### src/hdl/oaht_pkg.sv
package oaht_pkg;

  localparam int CAPACITY_DEF = 16;

  localparam int OP_W     = 2;
  localparam int KEY_W    = 31;
  localparam int VALUE_W  = 32;
  localparam int STATUS_W = 2;
  localparam int MODE_W   = 2;
  localparam int FILL_W   = 5;

  localparam logic [OP_W-1:0] OP_INSERT = 2'd0;
  localparam logic [OP_W-1:0] OP_DELETE = 2'd1;
  localparam logic [OP_W-1:0] OP_LOOKUP = 2'd2;

  localparam logic [STATUS_W-1:0] RES_OK        = 2'd0;
  localparam logic [STATUS_W-1:0] RES_NOT_FOUND = 2'd1;
  localparam logic [STATUS_W-1:0] RES_FULL      = 2'd2;

  localparam logic [1:0] SLOT_EMPTY    = 2'd0;
  localparam logic [1:0] SLOT_DELETED  = 2'd1;
  localparam logic [1:0] SLOT_OCCUPIED = 2'd2;

  localparam logic [MODE_W-1:0] MODE_LINEAR    = 2'd0;
  localparam logic [MODE_W-1:0] MODE_QUADRATIC = 2'd1;
  localparam logic [MODE_W-1:0] MODE_DOUBLE    = 2'd2;

  localparam logic [MODE_W-1:0] PROBE_MODE_RST = MODE_LINEAR;
  localparam logic [FILL_W-1:0] FILL_LIMIT_RST = 5'd12;

  localparam logic [0:0] REG_PROBE_MODE = 1'b0;
  localparam logic [0:0] REG_FILL_LIMIT = 1'b1;

  localparam logic [3:0] DH_PRIME = 4'd7;

  typedef struct packed {
    logic [1:0]         st;
    logic [KEY_W-1:0]   key;
    logic [VALUE_W-1:0] value;
  } entry_t;

endpackage

### src/hdl/open_addressing_hash_table_unit.sv
// Open-addressing key/value table of CAPACITY slots held in one synchronous memory.
// Each request (insert, delete or lookup) gives exactly one result. A request first
// reduces the key modulo CAPACITY by a reciprocal multiplication and modulo seven by
// folding three-bit digits, registering the product and then the quotient times CAPACITY,
// and then walks its probe sequence, where every probe is a read of the slot memory whose
// registered data is evaluated in the state after the read. A request makes 1 to CAPACITY
// probes, and an unused op code skips both and ends with not found.
// After reset the slot memory is swept once, one slot a cycle, before the first request
// is taken; configuration writes are taken at any time.
module open_addressing_hash_table_unit
  import oaht_pkg::*;
#(
  parameter int CAPACITY = CAPACITY_DEF
) (
  input  logic        clk,
  input  logic        rst_n,
  input  logic        cfg_wen,
  input  logic [0:0]  cfg_addr,
  input  logic [4:0]  cfg_wdata,
  input  logic        in_tvalid,
  output logic        in_tready,
  input  logic [71:0] in_tdata,   // op [1:0], key [32:2], value [64:33], zeros above
  output logic        out_tvalid,
  input  logic        out_tready,
  output logic [39:0] out_tdata   // status [1:0], found_value [33:2], zeros above
);

  localparam int AW  = $clog2(CAPACITY);
  localparam int SW1 = ((AW > 3) ? AW : 3) + 1;
  localparam int RS  = KEY_W + AW;
  localparam int PW  = KEY_W + 32;
  localparam logic [AW-1:0] LAST_IDX = AW'(CAPACITY - 1);
  localparam logic [AW:0]   CAP_X    = (AW + 1)'(CAPACITY);
  localparam logic [SW1-1:0] CAP_S   = SW1'(CAPACITY);
  localparam logic [KEY_W-1:0] CAP_K = KEY_W'(CAPACITY);
  localparam logic [63:0] RECIP_W    = ((64'd1 << RS) + 64'(CAPACITY) - 64'd1) /
                                       64'(CAPACITY);
  localparam logic [31:0] RECIP      = 32'(RECIP_W);

  typedef enum logic [2:0] {S_CLR, S_IDLE, S_MOD, S_RD, S_EV, S_DONE} state_t;

  state_t               state_r, state_nxt;
  logic [AW-1:0]        cnt_r, cnt_nxt;
  logic [AW-1:0]        pos_r, pos_nxt;
  logic [AW-1:0]        step_r, step_nxt;
  logic [OP_W-1:0]      op_r, op_nxt;
  logic [KEY_W-1:0]     key_r, key_nxt;
  logic [VALUE_W-1:0]   val_r, val_nxt;
  logic [PW-1:0]        prod_r, prod_nxt;
  logic [KEY_W-1:0]     qc_r, qc_nxt;
  logic [2:0]           rem_7_r, rem_7_nxt;
  logic [1:0]           mod_cnt_r, mod_cnt_nxt;
  logic [MODE_W-1:0]    mode_r, mode_nxt;
  logic [FILL_W-1:0]    occ_r, occ_nxt;
  logic [MODE_W-1:0]    probe_mode_r;
  logic [FILL_W-1:0]    fill_limit_r;
  logic [STATUS_W-1:0]  res_status_r, res_status_nxt;
  logic [VALUE_W-1:0]   res_found_r, res_found_nxt;
  logic                 out_tvalid_r, out_tvalid_nxt;
  logic [STATUS_W-1:0]  out_status_r, out_status_nxt;
  logic [VALUE_W-1:0]   out_found_r, out_found_nxt;

  entry_t               mem [CAPACITY];
  entry_t               rd_q;
  logic                 mem_we;
  logic [AW-1:0]        mem_wa;
  entry_t               mem_wd;

  logic [32:0]          key_pad;
  logic [6:0]           f7_a;
  logic [3:0]           f7_b;
  logic [3:0]           f7_c;
  logic [2:0]           r7;
  logic [KEY_W-1:0]     quo;
  logic [KEY_W-1:0]     rem_k;
  logic [3:0]           dstep;
  logic [SW1-1:0]       ds;
  logic [AW:0]          pos_sum;
  logic [AW:0]          quad_sum;
  logic                 slot_occ;
  logic                 slot_match;

  // Eight is one modulo seven, so the three-bit digits of the key sum to the same remainder.
  always_comb begin
    key_pad = {2'b00, key_r};
    f7_a = '0;
    for (int j = 0; j < 11; j++) begin
      f7_a = f7_a + 7'(key_pad[3*j +: 3]);
    end
    f7_b = 4'(f7_a[2:0]) + 4'(f7_a[5:3]) + 4'(f7_a[6]);
    f7_c = 4'(f7_b[2:0]) + 4'(f7_b[3]);
    r7 = (f7_c >= DH_PRIME) ? 3'(f7_c - DH_PRIME) : f7_c[2:0];
    quo = KEY_W'(prod_r >> RS);
    rem_k = key_r - qc_r;
    dstep = DH_PRIME - {1'b0, rem_7_r};
    ds = SW1'(dstep);
    for (int j = 0; j < 3; j++) begin
      if (ds >= CAP_S) begin
        ds = ds - CAP_S;
      end
    end
  end

  always_comb begin
    pos_sum = {1'b0, pos_r} + {1'b0, step_r};
    if (pos_sum >= CAP_X) begin
      pos_sum = pos_sum - CAP_X;
    end
    quad_sum = {1'b0, step_r} + (AW + 1)'(2);
    if (quad_sum >= CAP_X) begin
      quad_sum = quad_sum - CAP_X;
    end
  end

  assign slot_occ   = (rd_q.st == SLOT_OCCUPIED);
  assign slot_match = slot_occ && (rd_q.key == key_r);

  always_comb begin
    state_nxt      = state_r;
    cnt_nxt        = cnt_r;
    pos_nxt        = pos_r;
    step_nxt       = step_r;
    op_nxt         = op_r;
    key_nxt        = key_r;
    val_nxt        = val_r;
    prod_nxt       = prod_r;
    qc_nxt         = qc_r;
    rem_7_nxt      = rem_7_r;
    mod_cnt_nxt    = mod_cnt_r;
    mode_nxt       = mode_r;
    occ_nxt        = occ_r;
    res_status_nxt = res_status_r;
    res_found_nxt  = res_found_r;
    out_tvalid_nxt = out_tvalid_r && !out_tready;
    out_status_nxt = out_status_r;
    out_found_nxt  = out_found_r;
    mem_we         = 1'b0;
    mem_wa         = pos_r;
    mem_wd         = rd_q;

    unique case (state_r)
      S_CLR: begin
        mem_we    = 1'b1;
        mem_wa    = cnt_r;
        mem_wd    = '0;
        mem_wd.st = SLOT_EMPTY;
        if (cnt_r == LAST_IDX) begin
          cnt_nxt   = '0;
          state_nxt = S_IDLE;
        end else begin
          cnt_nxt = cnt_r + AW'(1);
        end
      end
      S_IDLE: begin
        if (in_tvalid) begin
          op_nxt        = in_tdata[1:0];
          key_nxt       = in_tdata[32:2];
          val_nxt       = in_tdata[64:33];
          mod_cnt_nxt   = '0;
          cnt_nxt       = '0;
          mode_nxt      = probe_mode_r;
          res_found_nxt = '0;
          if (in_tdata[1:0] == OP_INSERT || in_tdata[1:0] == OP_DELETE ||
              in_tdata[1:0] == OP_LOOKUP) begin
            state_nxt = S_MOD;
          end else begin
            res_status_nxt = RES_NOT_FOUND;
            state_nxt      = S_DONE;
          end
        end
      end
      S_MOD: begin
        mod_cnt_nxt = mod_cnt_r + 2'd1;
        if (mod_cnt_r == 2'd0) begin
          prod_nxt  = PW'(key_r) * PW'(RECIP);
          rem_7_nxt = r7;
        end else if (mod_cnt_r == 2'd1) begin
          qc_nxt = quo * CAP_K;
        end else begin
          mod_cnt_nxt = '0;
          pos_nxt     = rem_k[AW-1:0];
          if (mode_r == MODE_DOUBLE) begin
            step_nxt = ds[AW-1:0];
          end else begin
            step_nxt = AW'(1);
          end
          state_nxt = S_RD;
        end
      end
      S_RD: begin
        state_nxt = S_EV;
      end
      S_EV: begin
        if (op_r == OP_INSERT) begin
          if (slot_match) begin
            mem_we         = 1'b1;
            mem_wd.value   = val_r;
            res_status_nxt = RES_OK;
            state_nxt      = S_DONE;
          end else if (!slot_occ) begin
            if (occ_r < fill_limit_r) begin
              mem_we         = 1'b1;
              mem_wd.st      = SLOT_OCCUPIED;
              mem_wd.key     = key_r;
              mem_wd.value   = val_r;
              occ_nxt        = occ_r + FILL_W'(1);
              res_status_nxt = RES_OK;
            end else begin
              res_status_nxt = RES_FULL;
            end
            state_nxt = S_DONE;
          end
        end else begin
          if (rd_q.st == SLOT_EMPTY) begin
            res_status_nxt = RES_NOT_FOUND;
            state_nxt      = S_DONE;
          end else if (slot_match) begin
            if (op_r == OP_DELETE) begin
              mem_we    = 1'b1;
              mem_wd.st = SLOT_DELETED;
              if (occ_r != '0) begin
                occ_nxt = occ_r - FILL_W'(1);
              end
            end else begin
              res_found_nxt = rd_q.value;
            end
            res_status_nxt = RES_OK;
            state_nxt      = S_DONE;
          end
        end
        if (state_nxt == S_EV) begin
          if (cnt_r == LAST_IDX) begin
            res_status_nxt = (op_r == OP_INSERT) ? RES_FULL : RES_NOT_FOUND;
            state_nxt      = S_DONE;
          end else begin
            cnt_nxt = cnt_r + AW'(1);
            pos_nxt = pos_sum[AW-1:0];
            if (mode_r == MODE_QUADRATIC) begin
              step_nxt = quad_sum[AW-1:0];
            end
            state_nxt = S_RD;
          end
        end
      end
      S_DONE: begin
        if (!out_tvalid_r || out_tready) begin
          out_tvalid_nxt = 1'b1;
          out_status_nxt = res_status_r;
          out_found_nxt  = res_found_r;
          state_nxt      = S_IDLE;
        end
      end
      default: begin
        state_nxt = S_IDLE;
      end
    endcase
  end

  always_ff @(posedge clk) begin
    if (!rst_n) begin
      state_r      <= S_CLR;
      cnt_r        <= '0;
      mod_cnt_r    <= '0;
      occ_r        <= '0;
      out_tvalid_r <= 1'b0;
      probe_mode_r <= PROBE_MODE_RST;
      fill_limit_r <= FILL_LIMIT_RST;
    end else begin
      state_r      <= state_nxt;
      cnt_r        <= cnt_nxt;
      mod_cnt_r    <= mod_cnt_nxt;
      occ_r        <= occ_nxt;
      out_tvalid_r <= out_tvalid_nxt;
      if (cfg_wen) begin
        unique case (cfg_addr)
          REG_PROBE_MODE: probe_mode_r <= cfg_wdata[MODE_W-1:0];
          REG_FILL_LIMIT: fill_limit_r <= cfg_wdata[FILL_W-1:0];
          default: ;
        endcase
      end
    end
    pos_r        <= pos_nxt;
    step_r       <= step_nxt;
    op_r         <= op_nxt;
    key_r        <= key_nxt;
    val_r        <= val_nxt;
    prod_r       <= prod_nxt;
    qc_r         <= qc_nxt;
    rem_7_r      <= rem_7_nxt;
    mode_r       <= mode_nxt;
    res_status_r <= res_status_nxt;
    res_found_r  <= res_found_nxt;
    out_status_r <= out_status_nxt;
    out_found_r  <= out_found_nxt;
  end

  always_ff @(posedge clk) begin
    if (mem_we) begin
      mem[mem_wa] <= mem_wd;
    end
    rd_q <= mem[pos_r];
  end

  assign in_tready  = (state_r == S_IDLE);
  assign out_tvalid = out_tvalid_r;
  assign out_tdata  = {6'b0, out_found_r, out_status_r};

`ifndef SYNTH
  a_occ_bound: assert property (@(posedge clk) disable iff (!rst_n)
    32'(occ_r) <= CAPACITY)
    else $error("occupied count exceeds capacity");

  a_one_at_a_time: assert property (@(posedge clk) disable iff (!rst_n)
    in_tvalid && in_tready |=> !in_tready)
    else $error("second request taken while one is in flight");

  a_found_only_ok: assert property (@(posedge clk) disable iff (!rst_n)
    out_tvalid && (out_tdata[1:0] != RES_OK) |-> (out_tdata[33:2] == '0))
    else $error("value returned with a failing status");

  a_write_phase: assert property (@(posedge clk) disable iff (!rst_n)
    mem_we |-> (state_r == S_EV || state_r == S_CLR))
    else $error("slot memory written outside probe evaluation or clearing");
`endif

endmodule

### config.mk
export PLATFORM = sky130hd
export DESIGN_NAME = open_addressing_hash_table_unit
export DESIGN_NICKNAME = d
export VERILOG_FILES = /design/src/hdl/oaht_pkg.sv /design/src/hdl/open_addressing_hash_table_unit.sv
export SDC_FILE = /design/constraint.sdc
export NUM_CORES = 1
export LEC_CHECK = 0
export BUFFER_PORTS_ARGS = -buffer_cell sky130_fd_sc_hd__buf_2
export CELL_PAD_IN_SITES_DETAIL_PLACEMENT = 0
export CELL_PAD_IN_SITES_GLOBAL_PLACEMENT = 1
export CORE_MARGIN = 10
export CORE_UTILIZATION = 55
export CTS_BUF_LIST = sky130_fd_sc_hd__clkbuf_8
export DETAILED_ROUTE_END_ITERATION = 16
export GPL_ROUTABILITY_DRIVEN = 0
export MAX_ROUTING_LAYER = met4
export PLACE_DENSITY = 0.81
export SLEW_MARGIN = 20
export SYNTH_ARGS = -nofsm -noshare
export SYNTH_HDL_FRONTEND = slang
export SYNTH_SLANG_ARGS = --single-unit
### constraint.sdc
create_clock -name clk -period 9.75 [get_ports clk]
set_clock_uncertainty 0.2 [all_clocks]
set_input_delay 1.4625 -clock clk [delete_from_list [all_inputs] [get_ports clk]]
set_output_delay 1.4625 -clock clk [all_outputs]
set_load 0.02 [all_outputs]
==> qor.yml, run 1 <==
status:
  outcome: "finished, final reports clean"
routing:
  via_per_inst: 6.234
  wl_per_cell_um: 28.16
  first_pass_iters: 5
  drtIter0Drc: 2643
  drc: 0
  vias: 23790
  ant_nets: 0
  wl_um: 107500
critical_path:
  crit_type: "register to register"
  reg2reg_depth: 22
  slowest_delay_ps: 580
  crit_path_cell_trace: "fa_1 > inv_1 > fa_1 > fa_1 > fa_1 > inv_1 > fa_1 > a21o_1 > a21oi_1 > nor2b_1 > o21ai_0 > fa_1 > nor2b_1 > o21ai_0 > nand2b_1 > ha_1 > ha_1 > ha_1 > nand2b_1 > a21oi_1 > a31oi_1 > mux2_2"
  required_ps: 10110
  cp_top_family: "adder cells"
  arrival_ps: 6740
  cp_num_buf_inv: 2
  path_max_fanout: 4
  crit_path_end_kind: "register"
  path_depth: 22
  startpoint_type: "register"
  crit_top_cell: "fa_1"
  slowest_stage: "fa_1"
sta:
  fmax_ghz: 0.1566
  layout_setup_ws_ps: 3362
  rsz0062_at_grt: "false"
  drv_slew: 0
  setup_viol: 0
  layout_min_cycle_time_ps: 6388
  finalCritPeriodShare_pct: 65.52
  worstMarginPinSlew_ps: 1177
  finalSetupTns_ps: 0
  final-hold-violation-count: 0
  slew_headroom_pct: 21.53
finish:
  fin_util_pct: 62.21
  drive_gt1_share_pct: 30.08
  syn_to_final_growth_pct: 12.14
  final_nets: 2626
clock_tree:
  clockBufferDepth: 3
  cts.clk_slew.worst_paths_ps: 60
  cts_setup_buffers: 0
  ctsResizeCount: 0
  cts-root-buf: "clkbuf_8"
  clock_latency_ps: 840
  h-tree-depth: 4
  numCtsBuffers: 190
  cts_tree: "built"
  cts.sinks: 1273
  ctsHoldBuffers: 0
power_and_ir_drop:
  ir_drop_v: 0.0001355
  power.leakage_nw: 17.60
  finalPower_w: 0.01045
  power.density_nw_per_um2: 189.9
synthesis:
  ys_types: 55
  synth_flop_cell: "edfxtp_1"
  synth_cells: 2240
  syn-cell-area_um2: 49100
  seq_area_frac_synth_pct: 76.08
  synth-edff-count: 1186
  yosysWarningCount: 0
  syn_area_per_cell_um2: 21.92
  synth_seq_cells: 1273
  async_flop_share_pct: 0
place:
  post-place-ws_ps: 3369
  io_buffers: 111
  dp_hpwl_um: 57200
flow_run:
  maxCapViolations: 0
global_route:
  grt_pass1_wl_um: 160300
  grtUsageTotal_pct: 21.87
  grt-ovfl-total: 0
  antenna_found_initial: 3
  grt_max_degree: 153
  grt_pass1_vias: 24836
floorplan:
  start_util_pct: 55.47
  rows: 109
  die_w_um: 318.8
  dieArea_um2: 101600
  ios: 125
  die_h_um: 318.8
  core_um2: 88510
min_path:
  whs_path_depth: 0
  holdCritPathClass: "register to register"
-- cell type report --
cell class / count / area [um^2]
multi-input cells: 802 / 11200
diodes: 1 / 2.502
clock inverters: 124 / 681.9
fillers: 5882 / 33450
inverters: 47 / 176.4
well taps: 1165 / 1458
clock buffers: 226 / 3110
flip-flops and latches: 1273 / 37360
repair buffers: 178 / 1075
-- power breakdown --
| part | switching (W) | internal (W) |
|---|---|---|
| combinational | 0.000123 | 0.0000671 |
| clock | 0.00198 | 0.00224 |
| sequential | 0.0000292 | 0.00601 |
| total | 0.00213 | 0.00832 |
-- through the flow --
step / instances / area [um^2] / hold slack [ps]
final: 3816 / 55060 / 214.9
after global routing: 3816 / 55060 / 222.8
after CTS: 3815 / 55050 / 212.7
after detailed placement: 3465 / 51260 / 204.5
after global placement: 3465 / 51260 / 203.8
after floorplan: 2245 / 49120 / 200.3
-- flip-flops by register name, indices dropped and copies added (netlist names), 3 cells and up --
signal,cells
mem,1040
rd_q,65
out_found_r,32
res_found_r,32
val_r,32
key_r,31
fill_limit_r,5
occ_r,5
cnt_r,4
pos_r,4
step_r,4
rem_7_r,3
state_r,3
-- kinds of logic after synthesis --
logic type | count (synthesis) | synth area share (%)
simple gates | 180 | 1.972
buf+inv | 170 | 1.430
fa+ha+maj | 51 | 1.697
xor+xnor | 47 | 0.8384
mux | 332 | 15.06
other cells | 1 | 0.007638
flops | 1273 | 76.08
compound gates | 186 | 2.918
-- synth_stat cells (13+ instances only) --
library cell	instances	area, um^2
a21o_1	13	97.59
a21oi_1	25	125.1
a22o_1	95	832.1
and3_1	34	212.7
buf_2	33	165.2
clkbuf_1	82	307.8
dfxtp_1	87	1742
edfxtp_1	1186	35610
fa_1	26	520.5
ha_1	25	312.8
inv_1	45	168.9
mux4_2	325	7320
nand2_1	34	127.6
nand3_1	14	70.07
nor2_1	22	82.58
nor4_1	20	125.1
o21ai_0	14	70.07
xnor2_1	35	306.5
-- cells in the final DEF (no fill, tap or decap), drive strengths merged, types with 2 or more instances in the layout --
cell / count
nand2: 34
nand3b: 2
xor2: 12
clkinvlp: 3
inv: 130
o211ai: 2
or2: 2
fa: 26
nor2b: 9
and2: 5
o21a: 3
nor3b: 6
nand4: 11
bufinv: 5
conb: 6
nor3: 8
a22o: 95
nor4: 20
clkbuf: 226
and3: 34
nand2b: 11
a21o: 13
dfxtp: 87
o21ai: 15
mux2: 2
ha: 25
a31oi: 10
a21oi: 25
o31ai: 3
mux2i: 5
a21boi: 6
buf: 178
a211oi: 4
nor2: 23
mux4: 325
nand3: 14
xnor2: 35
clkinv: 33
edfxtp: 1186
-- metal layers --
| metal | vias up | GRT usage [%] | wire [um] |
|---|---|---|---|
| met1 | 12649 | 28.81 | 42420 |
| met2 | 1080 | 34.86 | 54170 |
| met3 | 173 | 4.110 | 8527 |
| met4 | 0 | 6.544 | 2348 |
| li1 | 9888 | - | - |
| met5 | - | - | 0 |
-- worst paths after layout --
check | slack (ps) | from | end
setup / recovery | 3360 | key_r[1] | rem_7_r[1]
hold / removal | 210 | res_found_r[0] | out_found_r[0]
setup reg to reg | 3360 | key_r[1] | rem_7_r[1]
hold reg to reg | 210 | res_found_r[0] | out_found_r[0]
Note: power is estimated with default switching activity, not from simulation.
==> inputs of run 2 (changes only) <==
clock period = 6.1 ns   (was 9.75 ns; I/O delays follow)
==> qor.yml, run 2 (synthesis gave the netlist of run 1 again) <==
clock_tree:
  clockBufferDepth: 3
  clock_latency_ps: 860
  cts-root-buf: "clkbuf_8"
  cts.clk_slew.worst_paths_ps: 60
  cts.sinks: 1273
  numCtsBuffers: 195
  cts_tree: "built"
  h-tree-depth: 4
routing:
  first_pass_iters: 5
  wl_per_cell_um: 27.77
  via_per_inst: 6.195
  drtIter0Drc: 2685
  drc: 0
  wl_um: 108400
  vias: 24172
  ant_nets: 0
min_path:
  holdCritPathClass: "input pin to register"
power_and_ir_drop:
  p_int_w: 0.01312
  p_sw_w: 0.003514
  ir_drop_v: 0.0002411
  switching_share_pct: 21.12
  seqPwrFrac_pct: 58.0
  power_frac_comb_pct: 2.0
  power.density_nw_per_um2: 297.9
  clkPwrFrac_pct: 39.9
  power.leakage_nw: 17.89
critical_path:
  arrival_ps: 6280
  startpoint_type: "register"
  crit_path_end_kind: "register"
  required_ps: 6500
  crit_type: "register to register"
  path_max_fanout: 4
finish:
  top_regs: "mem: 1040 flops, rd_q: 65 flops"
  multi_input_area_um2: 11260
  final_nets: 2698
  register_area_um2: 37360
  drive_gt1_share_pct: 29.67
  syn_to_final_growth_pct: 13.75
  top_register: "mem"
  layout_common_cells: "1,186 x edfxtp_1, 325 x mux4_2, 203 x clkbuf_8, 125 x inv_1, 111 x buf_2"
  fillerInstances: 5727
  final_common_cell: "edfxtp_1"
  largest_register_ffs: 1040
  fin_util_pct: 63.10
place:
  dp_hpwl_um: 54280
  io_buffers: 111
  post-place-ws_ps: -17.86
sta:
  slew_headroom_pct: 30.11
  finalCritPeriodShare_pct: 96.52
  setup_viol: 0
  final-hold-violation-count: 0
  layout_min_cycle_time_ps: 5888
  layout_setup_ws_ps: 212.4
  finalSetupTns_ps: 0
  worstMarginPinSlew_ps: 1048
  drv_slew: 0
  fmax_ghz: 0.1698
global_route:
  grt_pass1_wl_um: 162300
  grt_pass1_vias: 25107
  grtUsageTotal_pct: 22.11
  grt_max_degree: 81
  antenna_found_initial: 5
  grt-ovfl-total: 0
flow_run:
  maxCapViolations: 0
floorplan:
  die_h_um: 318.8
  ios: 125
  dieArea_um2: 101600
  core_um2: 88510
  die_w_um: 318.8
  start_util_pct: 55.47
  rows: 109
status:
  outcome: "finished, final reports clean"
[run 2: final cells by class]
cell class | count | area share, %
timing repair buffer | 245 | 3.363
clock inverter | 163 | 1.649
inverter | 47 | 0.3159
tap | 1165 | 2.610
antenna | 4 | 0.01792
sequential | 1273 | 66.89
multi-input combinational | 802 | 20.16
clock buffer | 203 | 5.002
[run 2: worst paths after layout]
path	endpoint	cells after the start	startpoint	slack [ps]
hold / removal	key_r[10]	1	in_tdata[12]	70
hold reg to reg	out_found_r[6]	0	res_found_r[6]	210
setup / recovery	rem_7_r[1]	20	key_r[7]	210
setup reg to reg	rem_7_r[1]	20	key_r[7]	210
[run 2: power groups by stage]
stage               combinational, W  sequential (W)  clock, W
floorplan                   0.000165         0.00985         0
global placement            0.000307         0.00983         0
detailed placement          0.000310         0.00984         0
CTS                         0.000336         0.00966   0.00678
global route                0.000348         0.00966   0.00720
finish                      0.000334         0.00966   0.00665
[run 2: through the flow]
| stage | cell area, um^2 | instances | hold WS (ps) | total power [W] |
|---|---|---|---|---|
| global route | 55850 | 3902 | 26.26 | 0.01722 |
| finish | 55850 | 3902 | 73.97 | 0.01664 |
| floorplan | 49120 | 2245 | 200.3 | 0.01002 |
| global placement | 51520 | 3477 | 203.4 | 0.01013 |
| CTS | 55730 | 3892 | 0.5747 | 0.01677 |
| detailed placement | 51540 | 3478 | 204.5 | 0.01015 |
[run 2: critical path, cell delays in order, from the launching register on]
cell      delay [ps]
edfxtp_1         420
fa_1             550
inv_1             50
fa_1             490
fa_1             510
fa_1             490
inv_1             60
fa_2             370
a21o_1           190
a21oi_2          160
nor2b_1           60
o21ai_1          200
fa_2             270
fa_1             430
inv_2            100
ha_4             210
ha_4             170
nand2b_1          60
a21oi_1           60
a31oi_1          230
mux2_2           360
[run 2: routing by layer]
layer | GRT usage, % | vias to the layer above | routed length, um
met5 | - | - | 0
met4 | 7.159 | 0 | 2348
met3 | 4.281 | 166 | 9175
met2 | 35.81 | 1157 | 55480
met1 | 28.27 | 12815 | 41360
li1 | - | 10034 | -
[run 2: timing repair]
item	CTS	global route
endpoints found under the hold margin	47	0
buffers inserted	1	6
setup endpoints to repair	1	3
resized for setup	2	11
pin swaps	0	9
hold buffers	47	0
